===== src/design/feedback_delay_echo_top_defines.svh =====
// Assertion macros shared by the echo block.
// Both sample on the rising edge of clk and stay quiet while arst_n is low.
`ifndef FEEDBACK_DELAY_ECHO_TOP_DEFINES_SVH
`define FEEDBACK_DELAY_ECHO_TOP_DEFINES_SVH

// Same-cycle implication.
`define FDE_ASSERT_NOW(label, ante, cons, msg) \
	label: assert property (@(posedge clk) disable iff (!arst_n) (ante) |-> (cons)) \
		else $error(msg);

// Next-cycle implication.
`define FDE_ASSERT_NEXT(label, ante, cons, msg) \
	label: assert property (@(posedge clk) disable iff (!arst_n) (ante) |=> (cons)) \
		else $error(msg);

`endif


===== src/design/fde_pkg.sv =====
`timescale 1ns / 1ps

package fde_pkg;

	localparam int DELAY_W         = 15;
	localparam int GAIN_W          = 17;
	localparam int CFG_IDX_W       = 4;
	localparam int CFG_DATA_W      = 17;
	localparam int STORE_DEPTH_DEF = 32768;
	localparam int SAMPLE_BITS_DEF = 24;
	localparam int ROUND_HALF      = 32768;
	localparam int ROUND_SHIFT     = 16;

	localparam logic [CFG_IDX_W-1:0] REG_DELAY    = 4'd0;
	localparam logic [CFG_IDX_W-1:0] REG_FEEDBACK = 4'd1;
	localparam logic [CFG_IDX_W-1:0] REG_MIX      = 4'd2;
	localparam logic [CFG_IDX_W-1:0] REG_ENABLE   = 4'd3;

	localparam logic [DELAY_W-1:0] DELAY_RST  = 15'd12000;
	localparam logic [GAIN_W-1:0]  FB_RST     = 17'd32768;
	localparam logic [GAIN_W-1:0]  MIX_RST    = 17'd32768;
	localparam logic [GAIN_W-1:0]  GAIN_ONE   = 17'h10000;
	localparam logic               ENABLE_RST = 1'b1;

	typedef struct packed {
		logic              enable;
		logic              delay_zero;
		logic [GAIN_W-1:0] fb_gain;
		logic [GAIN_W-1:0] mix_gain;
	} cfg_t;

	function automatic logic [GAIN_W-1:0] clamp_gain(input logic [GAIN_W-1:0] g);
		return g[GAIN_W-1] ? GAIN_ONE : g;
	endfunction

endpackage


===== src/design/fde_cfg.sv =====
`timescale 1ns / 1ps

module fde_cfg #(
	parameter int STORE_DEPTH = fde_pkg::STORE_DEPTH_DEF
) (
	input  logic                             clk,
	input  logic                             arst_n,
	input  logic                             cfg_valid,
	input  logic [fde_pkg::CFG_IDX_W-1:0]    cfg_index,
	input  logic [fde_pkg::CFG_DATA_W-1:0]   cfg_data,
	output fde_pkg::cfg_t                    cfg,
	output logic [fde_pkg::DELAY_W-1:0]      delay_mod
);

	import fde_pkg::*;

	localparam int LOG_D   = $clog2(STORE_DEPTH);
	localparam int Q_SHIFT = DELAY_W + LOG_D;
	localparam int RECIP_W = DELAY_W + 2;
	localparam int PROD_W  = DELAY_W + RECIP_W;
	localparam longint RECIP_L =
		((longint'(1) << Q_SHIFT) + longint'(STORE_DEPTH) - 1) / longint'(STORE_DEPTH);
	localparam logic [RECIP_W-1:0] RECIP    = RECIP_W'(RECIP_L);
	localparam logic [DELAY_W-1:0] QUOT_RST = DELAY_W'(int'(DELAY_RST) / STORE_DEPTH);

	logic [DELAY_W-1:0] delay_q;
	logic [DELAY_W-1:0] quot_q;
	logic [GAIN_W-1:0]  fb_q;
	logic [GAIN_W-1:0]  mix_q;
	logic               enable_q;
	logic [PROD_W-1:0]  prod;
	logic [DELAY_W-1:0] quot_d;
	logic [DELAY_W-1:0] mult_back;

	// quotient of the delay by the store depth, exact over the delay range
	assign prod      = PROD_W'(cfg_data[DELAY_W-1:0]) * PROD_W'(RECIP);
	assign quot_d    = DELAY_W'(prod >> Q_SHIFT);
	assign mult_back = DELAY_W'(quot_q * STORE_DEPTH);
	assign delay_mod = delay_q - mult_back;

	always_ff @(posedge clk or negedge arst_n) begin
		if (!arst_n) begin
			delay_q  <= DELAY_RST;
			quot_q   <= QUOT_RST;
			fb_q     <= FB_RST;
			mix_q    <= MIX_RST;
			enable_q <= ENABLE_RST;
		end else if (cfg_valid) begin
			case (cfg_index)
				REG_DELAY: begin
					delay_q <= cfg_data[DELAY_W-1:0];
					quot_q  <= quot_d;
				end
				REG_FEEDBACK: begin
					fb_q <= cfg_data[GAIN_W-1:0];
				end
				REG_MIX: begin
					mix_q <= cfg_data[GAIN_W-1:0];
				end
				REG_ENABLE: begin
					enable_q <= cfg_data[0];
				end
				default: begin
				end
			endcase
		end
	end

	always_comb begin
		cfg.enable     = enable_q;
		cfg.delay_zero = (delay_q == '0);
		cfg.fb_gain    = clamp_gain(fb_q);
		cfg.mix_gain   = clamp_gain(mix_q);
	end

endmodule


===== config.mk =====
export PLATFORM = sky130hd
export DESIGN_NAME = fde_cfg
export DESIGN_NICKNAME = d
export VERILOG_FILES = /design/src/design/feedback_delay_echo_top_defines.svh /design/src/design/fde_pkg.sv /design/src/design/fde_cfg.sv
export SDC_FILE = /design/constraint.sdc
export NUM_CORES = 1
export LEC_CHECK = 0
export ABC_AREA = 0
export BUFFER_PORTS_ARGS = -buffer_cell sky130_fd_sc_hd__buf_2
export CAP_MARGIN = 30
export CELL_PAD_IN_SITES_DETAIL_PLACEMENT = 1
export CELL_PAD_IN_SITES_GLOBAL_PLACEMENT = 1
export CORE_MARGIN = 1.5
export CORE_UTILIZATION = 39
export DETAILED_ROUTE_END_ITERATION = 6
export PLACE_DENSITY_LB_ADDON = 0.1
export SYNTH_ARGS = -nofsm -noshare
export SYNTH_HDL_FRONTEND = slang
export SYNTH_SLANG_ARGS = --single-unit

===== constraint.sdc =====
create_clock -name clk -period 1.35 [get_ports clk]
set_input_delay 0.27 -clock clk [delete_from_list [all_inputs] [get_ports clk]]
set_output_delay 0.27 -clock clk [all_outputs]
set_load 0.03 [all_outputs]

# Word-level counts from Yosys, hierarchy flattened

Cells that the tools add are included.

Input port bits: 24
Word-level logic and storage cells: 15
Register bits: 50
Output and inout bits: 51

Muxes and demuxes: 2
Equal/unequal tests: 3
Reductions and logical operators: 6

Operator list:

| cell               | number |
|---|---|
| $mux 17            | 2 |
| $logic_not 15->1   | 1 |
| $eq 4x2->1 const B | 2 |
| $reduce_and 2->1   | 4 |
| $eq 4x1->1 const B | 1 |
| $logic_not 4->1    | 1 |

# Depth between registers and ports, before layout

Depth in word-level cells: 2
Gate-level depth with buffers: 4
Depth with buffers taken out: 3

# Worst setup path after synthesis

OpenSTA, ideal clock, no wires.

Kind: input port to flip-flop
Start: input port cfg_index[3] (netlist bit)
End: register delay_q[0]
Setup slack: -0.139 ns
Buffers on the path: 1
Data arrival time: 1.364 ns
Library setup time: 0.125 ns
Cell stages on the path: 4
Data required time: 1.225 ns
Cells stage by stage: nor3b_4 -> nor3b_4 -> buf_8 -> mux2_2

Word-level cells in the longest chain between the ends: 2

RTL lines:

| what                              | RTL line      | source |
|---|---|---|
| start, declared                   | fde_cfg.sv:9  | `input logic [fde_pkg::CFG_IDX_W-1:0] cfg_index,` |
| $logic_not 4->1                   | fde_cfg.sv:49 | `case (cfg_index)` |
| $reduce_and 2->1 (no source line) | --            |  |
| end signal, assigned              | fde_cfg.sv:51 | `delay_q <= cfg_data[DELAY_W-1:0];` |
| end, declared                     | fde_cfg.sv:26 | `logic [DELAY_W-1:0] delay_q;` |

Every way passes these cells.
A chain may end at the register's enable or synchronous reset.

==> metrics <==
placed cell area=0.00287 mm^2; Syn Nets=roughly 170; Synth Flop Type=dfrtp_1; wire length per cell=19.9 um; Max Clock Freq=0.585 GHz; cell-internal power=~0.0039 W; first-pass GRT wire length=9030 um; failing checks=setup timing; DRC viols=0; crit end category=primary output; total chip power=about 0.0061 W; top cells by area, synth=dfrtp_1 (46%), mux2_2 (26%), dfstp_2 (12%), nor2b_1 (9.1%), nor3b_4 (1.7%); CTS tree=built; Mapped Area=0.00219 mm^2; met3 routed WL=229 um; via count=1,605; Top Ports=75; GRT Util Overall=19.5%; clk sinks=50; grt total ovfl=0; # H-tree levels=2; Seq cells post-synth=50; die area=0.00607 mm^2; Setup WS post-layout=-360 ps; Synth Warn #=0; Logic pwr share=49.2%; M1 WL=2550 um; fillers=533; Pleak=1.69 nW; clock share of power=14.8%; Synth cell types=14; nets=278; Final period util=127%; routability cong.=0.690; Max clock buf depth=2; utilization after layout=64.9%; total CTS buffers=5; Max Slew Vio Count=0; register area share after synthesis=57.7%; top sig layer=met4; clk_skew=0 ps; share of cells above drive strength 1=between 80 and 90%; number of diodes=0; final setup fails=37; die height=~78 um; vias in the first global route=1,771; Setup TNS Final=-5000 ps; Hold Path Class=primary input to flip-flop; DR vias/cell=4.91; Max Cap Viol=0; clk root buf=clkbuf_8; initial antenna violation count=0; worst vdd rail ir drop=0.863 mV; flop-to-flop setup slack=300 ps; Area Growth Syn to Fin=62.4%; fin area=0.00355 mm^2; Switch Pwr=0.00222 W; element type at the critical path start=flip-flop; clock latency reported for the late side of the worst-skew pair=290 ps; top-area cell type share of the netlist area=a little under half; DP HPWL=4000 um; critical path class=flip-flop to primary output; num rows=27; Critical Path Fanout Max=3; final wirelength=6510 um; outcome=finished with violations; met2 WL=3670 um; ys async rst share=100%; Buffers on Ports=74; Worst Path Arrival=between 1000 and 1500 ps; DRT iter0 DRCs=34; largest net degree at the start of global routing=37; Initial Util=40.0%; Core ar.=0.00547 mm^2; worst endpoint required time=~1100 ps; Routed Antenna Nets=0; RSZ-0062 raised after global routing=yes; PwrDens=1710 mW/mm^2; final hold vios=0; switching fraction of total power=36.6%; Avg Synthesized Cell Area=14.6 um^2; DIE WIDTH=77.9 um; Synth area leader=dfrtp_1; worst-margin pin slew=roughly 370 ps; relative slew slack=between 70% and 80%; WHS=233 ps; Seq pwr share=36.1%; Synth Instances=150; Clock Pin Slew Worst Setup and Hold Paths=approximately 90 ps; Final min period=between 1500 and 2000 ps; TritonRoute pass-1 iters=4; Post-synth EDFFs=0
-- kinds of logic after synthesis --
group / synth area share [%]
AND/OR/NAND/NOR: 13.6
buffers and inverters: 2.92
multiplexers: 25.7
flip-flops: 57.7
-- synth_stat cells (2+ instances only) --
library cell,number
mux2_2,50
dfrtp_1,40
nor2b_1,32
dfstp_2,10
buf_4,4
nor4_1,3
clkbuf_1,2
nand3b_2,2
nor3b_4,2
-- layout make-up --
| class | count | area (um^2) | area share [%] |
|---|---|---|---|
| clock buffer | 7 | 86.3 | 2.43 |
| clock inverter | 1 | 5.00 | 0.141 |
| multi-input combinational | 92 | 1130 | 31.7 |
| sequential | 50 | 1270 | 35.6 |
| tap | 72 | 90.1 | 2.54 |
| timing repair buffer | 105 | 980 | 27.6 |
-- metal layers --
layer,vias to the layer above,global-route usage (%)
met5,-,0
met4,0,4.29
met2,44,37.0
li1,727,-
met3,7,4.12
met1,827,22.3
-- cell usage in the layout, fill, tap and decap left out, types with 2 or more instances in the layout --
| cell type | instances |
|---|---|
| mux2_2 | 44 |
| buf_6 | 43 |
| dfrtp_1 | 38 |
| buf_2 | 32 |
| nor2b_4 | 28 |
| buf_4 | 22 |
| dfstp_2 | 10 |
| mux2_4 | 6 |
| clkbuf_8 | 6 |
| nor2b_1 | 4 |
| clkbuf_16 | 4 |
| buf_12 | 3 |
| nor4_4 | 2 |
| nor3b_4 | 2 |
| nand3b_2 | 2 |
| dfrtp_2 | 2 |
-- power by group through the flow --
stage               clock network (W)  registers [W]  logic, W
global route                 0.000982        0.00224   0.00312
finish                       0.000897        0.00219   0.00299
global placement                    0        0.00208   0.00208
detailed placement                  0        0.00211   0.00213
CTS                          0.000921        0.00209   0.00250
floorplan                           0        0.00230   0.00117
-- final timing paths --
kind	startpoint	endpoint	cells after the start
worst min register to register	fb_q[2]$_DFFE_PN0P_	fb_q[2]$_DFFE_PN0P_	1
worst max-delay path	delay_q[1]$_DFFE_PN0P_	cfg[34]	3
worst min-delay path	cfg_data[15]	fb_q[15]$_DFFE_PN1P_	2
max in group asynchronous	arst_n	mix_q[15]$_DFFE_PN1P_	3
worst max register to register	fb_q[16]$_DFFE_PN0P_	fb_q[16]$_DFFE_PN0P_	2
min in group asynchronous	arst_n	fb_q[6]$_DFFE_PN0P_	2
-- state kept, by name (all words and copies together), names as in the netlist --
register and flops:
fb_q 17, mix_q 17, enable_q 1, delay_q 15
-- worst max-delay path, cell delays in order (launching register included) --
cell and delay, ps:
dfrtp_1 420, nor4_1 320, and4_4 270, buf_6 130
-- through the flow --
stage               std cells  setup slack, ps
finish                    327             -360
global route              327             -420
CTS                       320             -370
detailed placement        311             -147
global placement          311             -127
floorplan                 150             -126
-- timing repair --
action,4_1_cts,5_1_grt
pin swaps,2,0
resized for setup,74,51
cloned,0,6
endpoints found under the hold margin,10,0
setup buffers,0,1
setup endpoints to repair,39,42
hold buffers,1,0
Power figures use the tool's default switching activity.
