[src/design/feedback_delay_echo_top_defines.svh]
// Assertion macros shared by the echo block.
// Both sample on the rising edge of clk and stay quiet while arst_n is low.
`ifndef FEEDBACK_DELAY_ECHO_TOP_DEFINES_SVH
`define FEEDBACK_DELAY_ECHO_TOP_DEFINES_SVH

// Same-cycle implication.
`define FDE_ASSERT_NOW(label, ante, cons, msg) \
	label: assert property (@(posedge clk) disable iff (!arst_n) (ante) |-> (cons)) \
		else $error(msg);

// Next-cycle implication.
`define FDE_ASSERT_NEXT(label, ante, cons, msg) \
	label: assert property (@(posedge clk) disable iff (!arst_n) (ante) |=> (cons)) \
		else $error(msg);

`endif

[src/design/fde_pkg.sv]
`timescale 1ns / 1ps

package fde_pkg;

	localparam int DELAY_W         = 15;
	localparam int GAIN_W          = 17;
	localparam int CFG_IDX_W       = 4;
	localparam int CFG_DATA_W      = 17;
	localparam int STORE_DEPTH_DEF = 32768;
	localparam int SAMPLE_BITS_DEF = 24;
	localparam int ROUND_HALF      = 32768;
	localparam int ROUND_SHIFT     = 16;

	localparam logic [CFG_IDX_W-1:0] REG_DELAY    = 4'd0;
	localparam logic [CFG_IDX_W-1:0] REG_FEEDBACK = 4'd1;
	localparam logic [CFG_IDX_W-1:0] REG_MIX      = 4'd2;
	localparam logic [CFG_IDX_W-1:0] REG_ENABLE   = 4'd3;

	localparam logic [DELAY_W-1:0] DELAY_RST  = 15'd12000;
	localparam logic [GAIN_W-1:0]  FB_RST     = 17'd32768;
	localparam logic [GAIN_W-1:0]  MIX_RST    = 17'd32768;
	localparam logic [GAIN_W-1:0]  GAIN_ONE   = 17'h10000;
	localparam logic               ENABLE_RST = 1'b1;

	typedef struct packed {
		logic              enable;
		logic              delay_zero;
		logic [GAIN_W-1:0] fb_gain;
		logic [GAIN_W-1:0] mix_gain;
	} cfg_t;

	function automatic logic [GAIN_W-1:0] clamp_gain(input logic [GAIN_W-1:0] g);
		return g[GAIN_W-1] ? GAIN_ONE : g;
	endfunction

endpackage

[src/design/fde_addr.sv]
`timescale 1ns / 1ps

module fde_addr #(
	parameter int STORE_DEPTH = fde_pkg::STORE_DEPTH_DEF,
	localparam int AW = $clog2(STORE_DEPTH)
) (
	input  logic                        clk,
	input  logic                        arst_n,
	input  logic                        adv,
	input  logic [fde_pkg::DELAY_W-1:0] delay_mod,
	output logic [AW-1:0]               wp,
	output logic [AW-1:0]               rd,
	output logic                        rd_written
);

	import fde_pkg::*;

	localparam int XW = ((AW > DELAY_W) ? AW : DELAY_W) + 1;
	localparam logic [XW-1:0] DEPTH_X = XW'(STORE_DEPTH);
	localparam logic [AW-1:0] LAST    = AW'(STORE_DEPTH - 1);

	logic [AW-1:0] wp_q;
	logic          wrapped_q;
	logic [XW-1:0] sum;
	logic [XW-1:0] sum_adj;

	assign sum        = XW'(wp_q) + DEPTH_X - XW'(delay_mod);
	assign sum_adj    = (sum >= DEPTH_X) ? sum - DEPTH_X : sum;
	assign rd         = sum_adj[AW-1:0];
	assign wp         = wp_q;
	// entries behind the pointer hold data once written; before the first wrap the rest read as zero
	assign rd_written = wrapped_q || (rd < wp_q);

	always_ff @(posedge clk or negedge arst_n) begin
		if (!arst_n) begin
			wp_q      <= '0;
			wrapped_q <= 1'b0;
		end else if (adv) begin
			if (wp_q == LAST) begin
				wp_q      <= '0;
				wrapped_q <= 1'b1;
			end else begin
				wp_q <= wp_q + 1'b1;
			end
		end
	end

endmodule

[config.mk]
export PLATFORM = sky130hd
export DESIGN_NAME = fde_addr
export DESIGN_NICKNAME = d
export VERILOG_FILES = /design/src/design/feedback_delay_echo_top_defines.svh /design/src/design/fde_pkg.sv /design/src/design/fde_addr.sv
export SDC_FILE = /design/constraint.sdc
export NUM_CORES = 1
export LEC_CHECK = 0
export BUFFER_PORTS_ARGS = -buffer_cell sky130_fd_sc_hd__buf_2
export CORE_AREA = 10 10 110 73
export CTS_BUF_LIST = sky130_fd_sc_hd__clkbuf_8
export CTS_CLUSTER_SIZE = 24
export DETAILED_ROUTE_END_ITERATION = 8
export DIE_AREA = 0 0 120 83
export PLACE_DENSITY = 0.64
export RECOVER_POWER = 100
export SLEW_MARGIN = 20
export SYNTH_ARGS = -nofsm -noshare
export SYNTH_HDL_FRONTEND = slang
export SYNTH_SLANG_ARGS = --single-unit
[constraint.sdc]
create_clock -name clk -period 3.19 [get_ports clk]
set_input_delay 0.319 -clock clk [delete_from_list [all_inputs] [get_ports clk]]
set_output_delay 0.319 -clock clk [all_outputs]
set_load 0.01 [all_outputs]
After elaboration in Yosys (flattened, before gate mapping). Index checks and enable logic that the tools add are counted.

Multiplexer cells: 2. Add/subtract/negate cells: 4. Reductions and logical operators: 2. Eq/ne operators: 1. Magnitude comparators: 2.

Operators with widths (number): $mux 15 (2); $add 15x16->16 const B (1); $ge 16x16->1 const B (1); $sub 16x15->16 (1); $add 15x1->15 const B (1); $eq 15x15->1 const B (1); $lt 15x15->1 (1); $sub 15x1->15 const B (1); $reduce_and 2->1 (1); $logic_or 1x1->1 (1).

Word-level logic and storage cells: 13. Input port bits: 18. Register bits: 16. Output and inout bits: 31.

Depth between registers and ports, before layout. Gate-level depths: netlist of the first run.

Depth after elaboration: 6. Gate-level depth with buffers: 14. Mapped depth without buffers: 14.

Worst setup path before layout of the first run. Ideal clock, no wire load.

Kind: reg2out. Start: register wp_q[0] (netlist: wp[0]). End: output rd_written. Cell stages (with the launch flop): 15. Slack: -0.401 ns. Data required time: 2.871 ns. Buffers on the path: 0. Data arrival time: 3.272 ns. Cells stage by stage: dfrtp_1 -> inv_1 -> ha_1 -> fa_1 -> and2b_1 -> o2111ai_2 -> a21boi_2 -> nor2_1 -> o311ai_1 -> ha_1 -> a21o_1 -> a21o_1 -> a21oi_1 -> nor2_1 -> a211oi_1.

Cells in the longest elaborated chain, start to end: 6. Elaborated cells on any way between the ends: 7. Those cells by class: add/sub (3); order compare (2); mux (1); reduce/logical (1).

RTL lines: from (decl) (RTL line fde_addr.sv:22) `logic [AW-1:0] wp_q;`; from (signal assigned) (RTL line fde_addr.sv:43) `wp_q <= wp_q + 1'b1;`; $add 15x16->16 (*) (RTL line fde_addr.sv:27) `assign sum = XW'(wp_q) + DEPTH_X - XW'(delay_mod);`; $sub 16x15->16 (*) (RTL line fde_addr.sv:27); $sub 15x1->15 or $ge 16x16->1 (tied branches) (RTL line fde_addr.sv:28) `assign sum_adj = (sum >= DEPTH_X) ? sum - DEPTH_X : sum;`; $mux 15 (*) (RTL line fde_addr.sv:28); net rd[8] (RTL line fde_addr.sv:12) `output logic [AW-1:0] rd,`; $lt 15x15->1 (*) (RTL line fde_addr.sv:32) `assign rd_written = wrapped_q || (rd < wp_q);`; $logic_or 1x1->1 (*) (RTL line fde_addr.sv:32); to (decl) (RTL line fde_addr.sv:13) `output logic rd_written`.

Mark *: on every way through the listed nets, which the timed path passes. The rest lies on a longest branch.

Worst setup path after layout of the first run.
Start: register wp_q[0] (netlist: wp[0]). End: output rd_written.

Cells in the longest elaborated chain, start to end: 6. Elaborated cells on any way between the ends: 7. Those cells by class: add/sub (3); order compare (2); mux (1); reduce/logical (1).

RTL lines (RTL line): $add 15x16->16 (fde_addr.sv:27); $sub 16x15->16 (fde_addr.sv:27); $sub 15x1->15 or $ge 16x16->1 (tied branches) (fde_addr.sv:28); $mux 15 (fde_addr.sv:28); $lt 15x15->1 (*) (fde_addr.sv:32); $logic_or 1x1->1 (*) (fde_addr.sv:32).

Every way passes the cells marked *; elsewhere a longest branch is shown, timed or not.

==> results by stage, run 1 <==
Drt:
- The post-detailed-route via-to-cell ratio is 4.81.
- The routed wire length is 5850 µm.
- In the final routed layout, each cell accounts on average for 14.4 µm.
- For this run, the detailed router's first-pass iteration total came to 4.
- The DRC violation total after the first TritonRoute iteration is 187.
- For this run, design rule violations remaining after detail routing come to 0.
- Summing over every cut layer, the via total after detailed routing is 1949.
- In this run the remaining antenna-violating nets after routing total 0.

Power:
- Combinational cells account for 80.6% of the total power.
- The reported net switching power is 1120 µW.
- The total power is 2340 µW.
- The fraction of power spent switching nets is 47.8%.
- Internal power comes to 1220 µW.
- The leakage power is 0.00131 µW.
- The worst voltage drop across the vdd grid is 0.323 mV.
- The portion of total power attributed to the clock network is 6.7%.
- Dividing total power by cell area gives a power density of 905 nW/µm².
- The sequential share of power is 12.7%.

Yosys:
- Among all flip-flop cells after synthesis, the most frequent one is dfrtp_1.
- The cell type with the largest total area after synthesis is dfrtp_1.
- The synthesized design contains 0 enable-type register cells.
- By area the synthesized netlist is led by dfrtp_1, ha_1, xnor2_1.
- In this run, synthesis produced a sequential element count of 16.
- The cell area that synthesis handed to floorplanning was 1880 µm².
- The synthesized design devotes to its leading area cell type 21.3% of total area.
- The synthesized instance count is 228.
- The total nets after synthesis is 277.
- The post-synthesis cell type count is 48.
- The Yosys step of the flow raised 0 warnings.
- In this run the mean area of a mapped cell was 8.23 µm².
- Of the synthesized area, sequential elements account for 21.3%.
- Of all flip-flops after synthesis, the portion carrying an async set or reset was 100%.

Layout:
- Summing all non-filler instances in the final layout gives an area of 2590 µm².
- The count of non-filler cells in the finished layout is 405.
- The repair_antennas step left the layout with diodes totalling 0.
- Leaving out fill and tap cells, the most frequent cell in the layout is buf_2.
- From synthesis to final layout, the design area changed by 38.0%.
- In the layout the commonest cells are buf_2, inv_1, buf_4.
- The combined flip-flop and latch cell area is 402 µm².
- The share of final-layout standard cells stronger than drive strength 1 is 29.6%.
- The final net count is 371.
- The count of filler cells inserted in the layout is 638.
- The total area of multi-input combinational cells is 1400 µm².

Global route:
- The number of global-route vias before repair is 2028.
- The first-pass GRT wire length is 10200 µm.
- The total grt overflow is 0.
- The maximum number of pins on one net before global-route repair is 17.
- The overall track demand over capacity in global routing is 12.0%.
- The number of antenna violations at the first check in global routing is 0.

Floorplanning:
- The floorplan step defined a die boundary enclosing 9960 µm².
- The die width is 120 µm.
- The I/O pin count is 49.
- Once the floorplan was initialized, standard cells occupied 31.4% of the core.
- The initialized floorplan defines 22 standard-cell rows.
- The total area inside the core boundary comes to 5970 µm².
- The vertical die dimension is 83 µm.

Place:
- Detailed placement ended at an HPWL of 5070 µm.
- The count of buffers added on input and output ports is 48.
- The area after detailed placement is 2560 µm².
- At the end of routability-driven placement, the weighted congestion stood at 0.861.
- The number of placed instances, taps included is 398.

Clocking:
- For this design, the sink count on the clock tree is 16.
- Clock tree synthesis inserted a total of 3 buffers.
- The maximum number of buffers from clock root to sink is 2.
- The insertion delay of the later-clocked pin in the worst-skew pair is 0.26 ns.
- The tree is rooted in a clkbuf_8.
- In this run the number of H-tree levels came out at 1.
- TritonCTS built the clock tree.
- The clock-pin slew on the worst setup and hold paths is 0.07 ns.

Timing:
- Headroom to the max-slew limit came out at 38.9%.
- The final count of pins violating max slew is 0.
- The sum of negative setup slack is -0.540 ns.
- The clock skew is 0.00772 ns.
- The smallest clock period supported by the final layout is computed as 3.73 ns.
- The final critical path takes up 117% of the cycle.
- Setup repair after global routing could not meet its margin everywhere.
- The final count of negative-setup-slack endpoints is 1.
- The highest clock rate is 268 MHz.
- Once routing completed, OpenROAD measured the worst setup slack at -0.540 ns.
- At the pin with the least slew margin, the transition time is 0.916 ns.
- The final hold violation count is 0.

Critical path:
- The slowest stage cell on the critical path is or4b_4.
- The critical path's largest stage delay is 0.50 ns.
- The critical path is of the flip-flop to output port type.
- The kind of end point of the critical path is an output port.
- Traced cell by cell, the critical path runs through inv_2 > ha_4 > fa_2 > and2b_1 > o2111ai_4 > a21boi_2 > or4b_4 > o311ai_4 > ha_1 > a21o_1 > a21o_1 > a21oi_2 > nor2_1 > a211oi_2 > buf_2.
- For the worst setup path, the data arrival time is 3.41 ns.
- The cell occurring most often along the worst timing path is a21o_1.
- STA classifies the critical path startpoint as a flip-flop.
- In this run the worst path has a maximum fanout of 3.
- The required time at the endpoint of the critical path is 2.87 ns.
- The worst path buffer plus inverter count is 2.
- The family of cells with the greatest summed delay on the critical path is compound AO/OA/AOI/OAI gates.

Status:
- The final reports fail on negative setup slack.
- The flow ran to the end, but the final reports show violations.

Hold path:
- The classification of the worst-slack hold path is primary input to flip-flop.

Run:
- The number of violations of the max-capacitance limit is 0.
state kept, by name, indices dropped and copies added, names as in the netlist:
signal / cells
wp: 15
wrapped_q: 1
metrics by stage:
step	util (%)	setup slack, ns	hold slack [ns]
after floorplan	-	-0.171	0.0234
after global placement	42.8	-0.285	0.258
after detailed placement	42.8	-0.307	0.262
after CTS	44.1	-0.528	0.351
after global routing	43.3	-0.698	0.376
final	43.3	-0.540	0.359
power groups by stage:
stage | sequential [µW] | clock (µW) | combinational [µW]
5_1_grt | 304 | 171 | 2120
3_3_place_gp | 303 | 0 | 1850
2_1_floorplan | 367 | 0 | 1000
3_5_place_dp | 302 | 0 | 1900
4_1_cts | 298 | 161 | 1940
6_report | 298 | 157 | 1890
synth_stat cells, drive strengths merged (2+ instances only):
master   instances
o211ai           3
nor3             5
o41ai            2
o2111ai          2
and4             2
inv             31
a21boi           2
nand3            5
nand2           16
dfrtp           16
o21a             3
a21o             7
xnor2           19
ha              30
o22ai            2
nor2b            2
nor2            25
and3             6
nand4            7
or2              2
o21ai            4
buf              2
a21oi           17
final cells by class:
class                   instances  share of cell area, %
well taps                      84                   4.06
clock inverters                 1                  0.145
repair buffers                 92                   20.0
clock buffers                   3                   1.59
multi-input cells             178                   54.2
flip-flops and latches         16                   15.5
inverters                      31                   4.49
cell families (layout without fill, tap and decap cells):
logic type / count (synthesis) / in the layout / share of synthesized area, %
flops: 16 / 16 / 21.3
buf+inv: 34 / 127 / 7.07
simple gates: 77 / 77 / 21.3
fa+ha+maj: 31 / 31 / 21.1
xor+xnor: 20 / 20 / 9.34
compound gates: 49 / 49 / 19.3
mux: 1 / 1 / 0.534
metal layers:
metal  global-route usage, %  part of all wire [%]  vias up
met5                       0                     0        -
met4                    2.17                  0.96        0
met3                    3.72                   8.0        6
met2                    17.6                    40       54
met1                    16.8                    51      900
li1                        -                     -      989
final timing paths:
path,start,endpoint,slack [ns],cells after the start
max,wp[0],rd_written,-0.54,15
min,adv,wp[1],0.36,2
max reg2reg,wp[8],wp[7],1.11,6
min reg2reg,wrapped_q,wrapped_q,0.52,1
max in group asynchronous,arst_n,wp[0],1.87,2
min in group asynchronous,arst_n,wp[1],0.71,2
repair_timing:
action / in CTS / in global routing
endpoints found under the hold margin: 16 / 0
resized for setup: 2 / 2
hold buffers: 1 / 0
pin swaps: 5 / 0
cloned: 0 / 0
setup buffers: 2 / 0
endpoints found under the setup margin: 1 / 1
Note: power is estimated with default switching activity, not from simulation.
==> inputs of run 2 (changes only) <==
==> constraint.sdc (replaced) <==
create_clock -name clk -period 3.2 [get_ports clk]
set_input_delay 0.32 -clock clk [delete_from_list [all_inputs] [get_ports clk]]
set_output_delay 0.32 -clock clk [all_outputs]
set_load 0.05 [all_outputs]
==> run 2 against run 1 <==
Effect of this change: the flow still finishes with violations (negative setup slack); count of clock-buffer cells in the layout rose by 1; clock power is 22% higher; cell area up 7.2%; critical path type unchanged; critical path depth rose by 1; setup slack got worse by 0.019 ns; sequential power barely moved; hold slack improved by 0.0045 ns; critical endpoint unchanged.
==> results by stage, run 2 (synthesized netlist as in run 1, its figures left out) <==
Status:
- The flow ran to the end, but the final reports show violations.
- The checks that failed: negative setup slack.

Timing:
- After layout, the worst setup slack is -0.558 ns.
- Setup violations remaining at the end of the flow were counted as 1.
- The shortest clock period the worst path allows after layout is 3.76 ns.
- For the final database, setup skew stands at 0.00609 ns.
- Setup repair after global routing could not meet its margin everywhere.
- The ratio of final minimum period to clock period is 117%.
- The final hold violation count was 0.
- The slew at the pin closest to its max-slew limit is 0.999 ns.
- The final count of pins violating max slew is 0.
- The worst slew slack as a fraction of its limit is 33.4%.
- For this run, the top clock speed supported by timing is 266 MHz.

Floorplanning:
- The die is 83 µm tall.
- The die width is 120 µm.
- The die outline area is 9960 µm².
- The region available for standard cell placement spans 5970 µm².
- The initial utilization of the core area, before any placement, comes to 31.4%.
- The I/O pin count is 49.
- The number of standard-cell rows in the floorplan is 22.

Clocking:
- Clock-pin slew was measured on the worst setup and hold paths at 0.07 ns.
- TritonCTS created 3 clock buffers.
- In this run the number of H-tree levels came out at 1.
- The CTS root buffer is clkbuf_8.
- The CTS tree is done.
- Counting every sink on the clock net gives 16.
- At the later pin of the worst-skew pair, clock insertion delay measures 0.26 ns.
- The maximum number of buffers from clock root to sink is 2.

Run:
- The tool flagged a number of max-cap violations equal to 0.

Critical path:
- The number of cells on the worst reg-to-reg path is 8.
- The worst register-to-register path begins at wp[0].
- Setup slack on the worst reg-to-reg path comes out at 1.06 ns.
- For the worst setup path, the data arrival time is 3.44 ns.
- The startpoint-to-endpoint class of the critical path is flip-flop to output port.
- STA classifies the critical path endpoint as an output port.
- The capture instance of the worst register-to-register path is wp[11].
- The element type at the critical path start is a flip-flop.
- The worst-path maximum fanout is 3.
- The required time at the endpoint of the critical path is 2.88 ns.
- The worst setup path startpoint is wp[0].

Layout:
- The leading cell type in the layout, fill and taps excluded is buf_4.
- The core utilization of the finished layout is 46.4%.
- The library cells used most frequently in the layout, excluding fill and tap cells, are buf_4, inv_1, ha_1.
- The share of final-layout standard cells stronger than drive strength 1 is 34.5%.
- From synthesis to final layout, the design area changed by 47.9%.
- At the end of the flow, the number of nets in the layout was 378.
- The register with the most flip-flops in the layout has 15 of them.
- After routing the design area is 2770 µm².
- The antenna diode count is 0.
- Leaving out filler cells and counting taps, the final layout contains 412.

Drt:
- The highest layer touched by signal routing is met4.
- The length of the first detailed-routing pass in iterations is 4.
- After detailed routing, the total wire length is 6170 µm.
- Summed over all nets, wire length on met3 after detailed routing comes to 347 µm.
- The detailed router put a total of 3140 µm of wire on met1.
- The DRC violation total after the first TritonRoute iteration is 88.
- After detailed routing, the met2 layer carries 2680 µm of wire.
- The detail route stage leaves a number of antenna-violating nets equal to 0.
- After detailed routing, the average wire length per cell comes to 15.0 µm.
- Using the TritonRoute via totals, the vias-per-cell ratio works out to 4.85.
- The residual DRC count is 0.
- The count of vias placed by the detailed router is 1997.

Power:
- The power density relative to cell area is 1140 nW/µm².
- The total power is 3160 µW.
- The leakage power is 0.00138 µW.
- The worst voltage drop across the vdd grid is 0.398 mV.

Place:
- Routability-driven placement finished with a final weighted congestion of 0.869.
- OpenSTA, run right after detailed placement, puts the worst setup slack at -0.466 ns.
- The count of input and output buffers is 48.
- The area after detailed placement is 2620 µm².
- The number of placed instances, taps included is 400.
- The HPWL reported at the end of detailed placement is 5160 µm.

Global route:
- The number of antenna violations at the first check in global routing is 0.
- The total grt overflow is 0.
- The number of global-route vias before repair is 2043.
- The first-pass GRT wire length is 10100 µm.
- The maximum number of pins on one net before global-route repair is 17.
- In the global route stage, overall resource usage came out at 12.1%.

Hold path:
- The worst hold path belongs to the class primary input to flip-flop.
- The worst hold path was traced through 2 stages.
- The start point of the worst hold path is adv.
- The worst hold path terminates at wp[1].
[run 2: layout make-up]
cell class | instances | area, µm²
clock buffer | 4 | 55.1
fill | 629 | 3200
inverter | 31 | 116
multi-input combinational | 178 | 1490
sequential | 16 | 404
tap | 84 | 105
timing repair buffer | 99 | 599
[run 2: critical path: stages (launching register included)]
cell and delay, ns:
dfrtp_2 0.38, inv_2 0.05, ha_4 0.15, fa_2 0.33
and2b_1 0.23, o2111ai_2 0.16, buf_4 0.18, a21oi_4 0.19
o41ai_4 0.10, xnor2_2 0.15, ha_1 0.31, a21o_1 0.16
a21o_1 0.18, a21oi_2 0.14, nor2_2 0.06, a211oi_4 0.20
buf_6 0.19
[run 2: what timing repair did]
item	in CTS	in global routing
endpoints found under the hold margin	7	0
setup buffers	5	2
endpoints found under the setup margin	1	1
gates resized for setup	9	5
pin swaps	7	13
hold buffers	1	0
[run 2: worst max path at each step]
stage | endpoint | slack (ns) | cells past startpoint
after floorplan | rd_written | -0.88 | 14
after global placement | rd_written | -0.42 | 16
after detailed placement | rd_written | -0.47 | 16
after CTS | rd_written | -0.56 | 16
after global routing | rd_written | -0.73 | 16
final | rd_written | -0.56 | 16
[run 2: report_power, final]
group	switching, µW	internal (µW)	leakage [µW]
logic	1660	1010	0.00117
clock network	82.0	110	0.0000288
registers	36.3	261	0.000176
total	1780	1380	0.00138
[run 2: metal layers]
layer / global-route usage [%] / vias up
li1: - / 1006
met1: 16.9 / 931
met2: 19.2 / 58
met3: 2.77 / 2
met4: 0.651 / 0
met5: 0 / -
[run 2: through the flow]
step           TNS [ns]  hold slack (ns)
4_1_cts          -0.557            0.358
2_1_floorplan    -0.879           0.0244
6_report         -0.558            0.364
3_5_place_dp     -0.466            0.282
3_3_place_gp     -0.419            0.271
5_1_grt          -0.728            0.382
==> inputs of run 3 (changes only) <==
--- a/config.mk
+++ b/config.mk
@@ -6,11 +6,11 @@
 export NUM_CORES = 1
 export LEC_CHECK = 0
 export BUFFER_PORTS_ARGS = -buffer_cell sky130_fd_sc_hd__buf_2
-export CORE_AREA = 10 10 110 73
+export CORE_AREA = 10 10 88 90
 export CTS_BUF_LIST = sky130_fd_sc_hd__clkbuf_8
 export CTS_CLUSTER_SIZE = 24
 export DETAILED_ROUTE_END_ITERATION = 8
-export DIE_AREA = 0 0 120 83
+export DIE_AREA = 0 0 98 100
 export PLACE_DENSITY = 0.64
 export RECOVER_POWER = 100
 export SLEW_MARGIN = 20
==> run 3 against run 2 <==
Effect of this change: the run still ends with negative setup slack left; clock skew down 0.0028 ns; setup slack better by 0.041 ns; sequential power up 2%; count of clock-buffer cells in the layout down 1; flip-flop and latch count unchanged; hold slack better by 0.017 ns; critical path type unchanged.
==> results by stage, run 3 (synthesized netlist as in run 1, its figures left out) <==
Status:
- The run finished, with violations left.
- The checks that failed: negative setup slack.

Timing:
- The final count of pins violating max slew is 0.
- The final hold violation count is 0.
- Clock skew on the completed layout was measured at 0.00330 ns.
- For this run, the top clock speed supported by timing is 269 MHz.
- After layout, the worst setup slack is -0.518 ns.
- Setup violations remaining at the end of the flow were counted as 1.
- After layout, the worst path uses 116% of the clock period.
- Setup repair after global routing could not meet its margin everywhere.
- The sum of negative setup slack is -0.518 ns.
- The slew at the pin closest to its max-slew limit is 0.906 ns.
- The worst pin sits at a relative slew slack of 39.6%.
- Final hold analysis gives a worst-case slack of 0.381 ns.
- The shortest clock period the worst path allows after layout is 3.72 ns.

Clocking:
- Clock tree synthesis found a total of 16 sinks.
- In this run the deepest clock path goes through 2 buffers.
- The total clock buffers created by CTS is 3.
- After clock tree synthesis, the clock-pin slew on the worst setup and hold paths is 0.07 ns.
- The CTS root buffer is clkbuf_8.
- The deepest level of the CTS H-tree is 1.
- The insertion delay of the later-clocked pin in the worst-skew pair is 0.25 ns.
- TritonCTS built the clock tree.

Place:
- The HPWL after detailed placement is 4790 µm.
- The worst-case setup slack after placement is -0.464 ns.
- Input and output buffers added on the ports amount to 48.
- At the end of routability-driven placement, the weighted congestion stood at 0.850.

Global route:
- The overall track demand over capacity in global routing is 11.3%.
- Entering global routing, the biggest net connects 17 pins.
- The number of antenna violations at the first check in global routing came to 0.
- The first global-routing pass estimated 9450 µm of wire.
- The number of global-route vias before repair is 2019.
- Summed over all layers, the global routing overflow is 0.

Critical path:
- The number of cells on the worst reg-to-reg path is 9.
- The worst setup path is captured at an output port.
- In this run the critical register-to-register path is launched from wp[0].
- Along the worst path, the maximum fanout reaches 3.
- The worst setup path is launched from a flip-flop.
- The critical path ends at rd_written.
- The required time at the endpoint of the critical path is 2.88 ns.
- The setup slack of the worst register-to-register path is 1.20 ns.
- The worst setup path startpoint is wp[0].
- Data on the critical path arrives at its endpoint at 3.40 ns.
- The startpoint-to-endpoint class of the critical path is flip-flop to output port.
- The endpoint identified for the worst register-to-register timing path is wrapped_q.
- In this design, the stage delay of the slowest critical-path cell is 0.37 ns.
- Walking the worst path, the cells encountered are inv_2 > ha_4 > fa_2 > and2b_1 > o2111ai_2 > buf_4 > a21oi_4 > nor2_2 > a311o_1 > ha_1 > nand4_1 > or2_4 > nor2_4 > a211oi_4 > buf_6.
- The slowest stage cell on the critical path is dfrtp_2.

Floorplanning:
- In this run the core area contains 29 standard-cell rows.
- From bottom edge to top edge, the die measures 100 µm.
- In this run the horizontal extent of the chip is 98 µm.
- The die outline area is 9800 µm².
- The initial utilization of the core area, before any placement, comes to 30.6%.
- For this design the top-level I/O count stands at 49.
- The region available for standard cell placement spans 6130 µm².

Hold path:
- The worst hold path belongs to the class primary input to flip-flop.

Layout:
- The number of flip-flops in the largest register is 15.
- The signed area change from the synthesized netlist to the final layout is 48.2%.
- Leaving out fill and tap cells, the most frequent cells in the layout are buf_4, buf_2, inv_1.
- Of the cells placed in the final design, the portion with a size suffix greater than 1 is 38.1%.
- The final net count is 378.
- After filler insertion, the fill cell instance count of the layout stands at 606.
- The antenna diode count is 0.
- The leading cell type in the layout, fill and taps excluded is buf_4.

Drt:
- The post-detailed-route via-to-cell ratio is 4.81.
- The routed length per placed instance is 14.5 µm.
- The DRC violation total after the first TritonRoute iteration is 102.
- The length of the first detailed-routing pass in iterations is 4.
- The count of vias placed by the detailed router is 1950.
- The detail route stage leaves a number of antenna-violating nets equal to 0.
- For this run, design rule violations remaining after detail routing come to 0.
- The routed wire length is 5890 µm.

Power:
- The worst-case IR drop observed on VDD is 0.712 mV.
- Summed over all cells, the static leakage comes to 0.00140 µW.
- Dividing total power by cell area gives a power density of 1120 nW/µm².

Run:
- The number of violations of the max-capacitance limit is 0.
run 3: changes by cell type in the layout (fill, tap and decap cells not counted), moves of 2 or more:
cell      delta
buf_2       +14
clkbuf_1     -8
clkbuf_2     -6
nor2_2       +2
run 3: where the power goes:
part	leakage (µW)	total (µW)	internal [µW]	switching (µW)
clock	0.0000269	159	85.0	73.6
combinational	0.00120	2650	982	1670
sequential	0.000176	302	261	40.7
total	0.00140	3110	1330	1780
run 3: critical path, delay by kind of cell, from the launching register on:
family          cells  cell delay (ns)
simple gates        5             0.78
compound gates      4             0.80
flops               1             0.37
buf+inv             3             0.39
fa+ha+maj           3             0.81
run 3: metrics by stage:
step	util (%)	power (µW)	area, µm²	instances
after floorplan	-	2020	1960	228
after global placement	42.6	2740	2610	394
after detailed placement	42.6	2790	2610	394
after CTS	44.4	3000	2720	402
after global routing	45.3	3340	2780	405
final	45.3	3110	2780	405
run 3: cell type report:
class / instances / area, µm² / share of cell area, %
Multi-Input combinational cell: 178 / 1510 / 54.3
Tap cell: 77 / 96.3 / 3.47
Timing Repair Buffer: 99 / 609 / 21.9
Clock buffer: 3 / 41.3 / 1.49
Sequential cell: 16 / 404 / 14.5
Inverter: 31 / 116 / 4.19
Clock inverter: 1 / 3.75 / 0.135
run 3: metal layers:
metal | GRT usage (%) | share of wire, % | up-vias | routed length, µm
li1 | - | - | 1007 | -
met1 | 14.2 | 47 | 905 | 2750
met2 | 19.4 | 49 | 36 | 2890
met3 | 2.13 | 4.1 | 2 | 242
met4 | 2.24 | 0.17 | 0 | 10
met5 | 0 | 0 | - | 0
run 3: worst min-delay path by stage:
stage / to / slack (ns) / startpoint / cells after the start
after floorplan: wp[0] / 0.02 / arst_n / 0
after global placement: wp[3] / 0.26 / arst_n / 1
after detailed placement: wp[14] / 0.27 / arst_n / 1
after CTS: wp[3] / 0.38 / adv / 2
after global routing: wp[3] / 0.39 / adv / 2
final: wp[3] / 0.38 / adv / 2
run 3: what timing repair did:
action / in CTS / in global routing
setup buffers: 3 / 3
endpoints found under the hold margin: 8 / 0
setup endpoints to repair: 1 / 1
pin swaps: 7 / 10
hold buffers: 1 / 0
resized for setup: 6 / 12
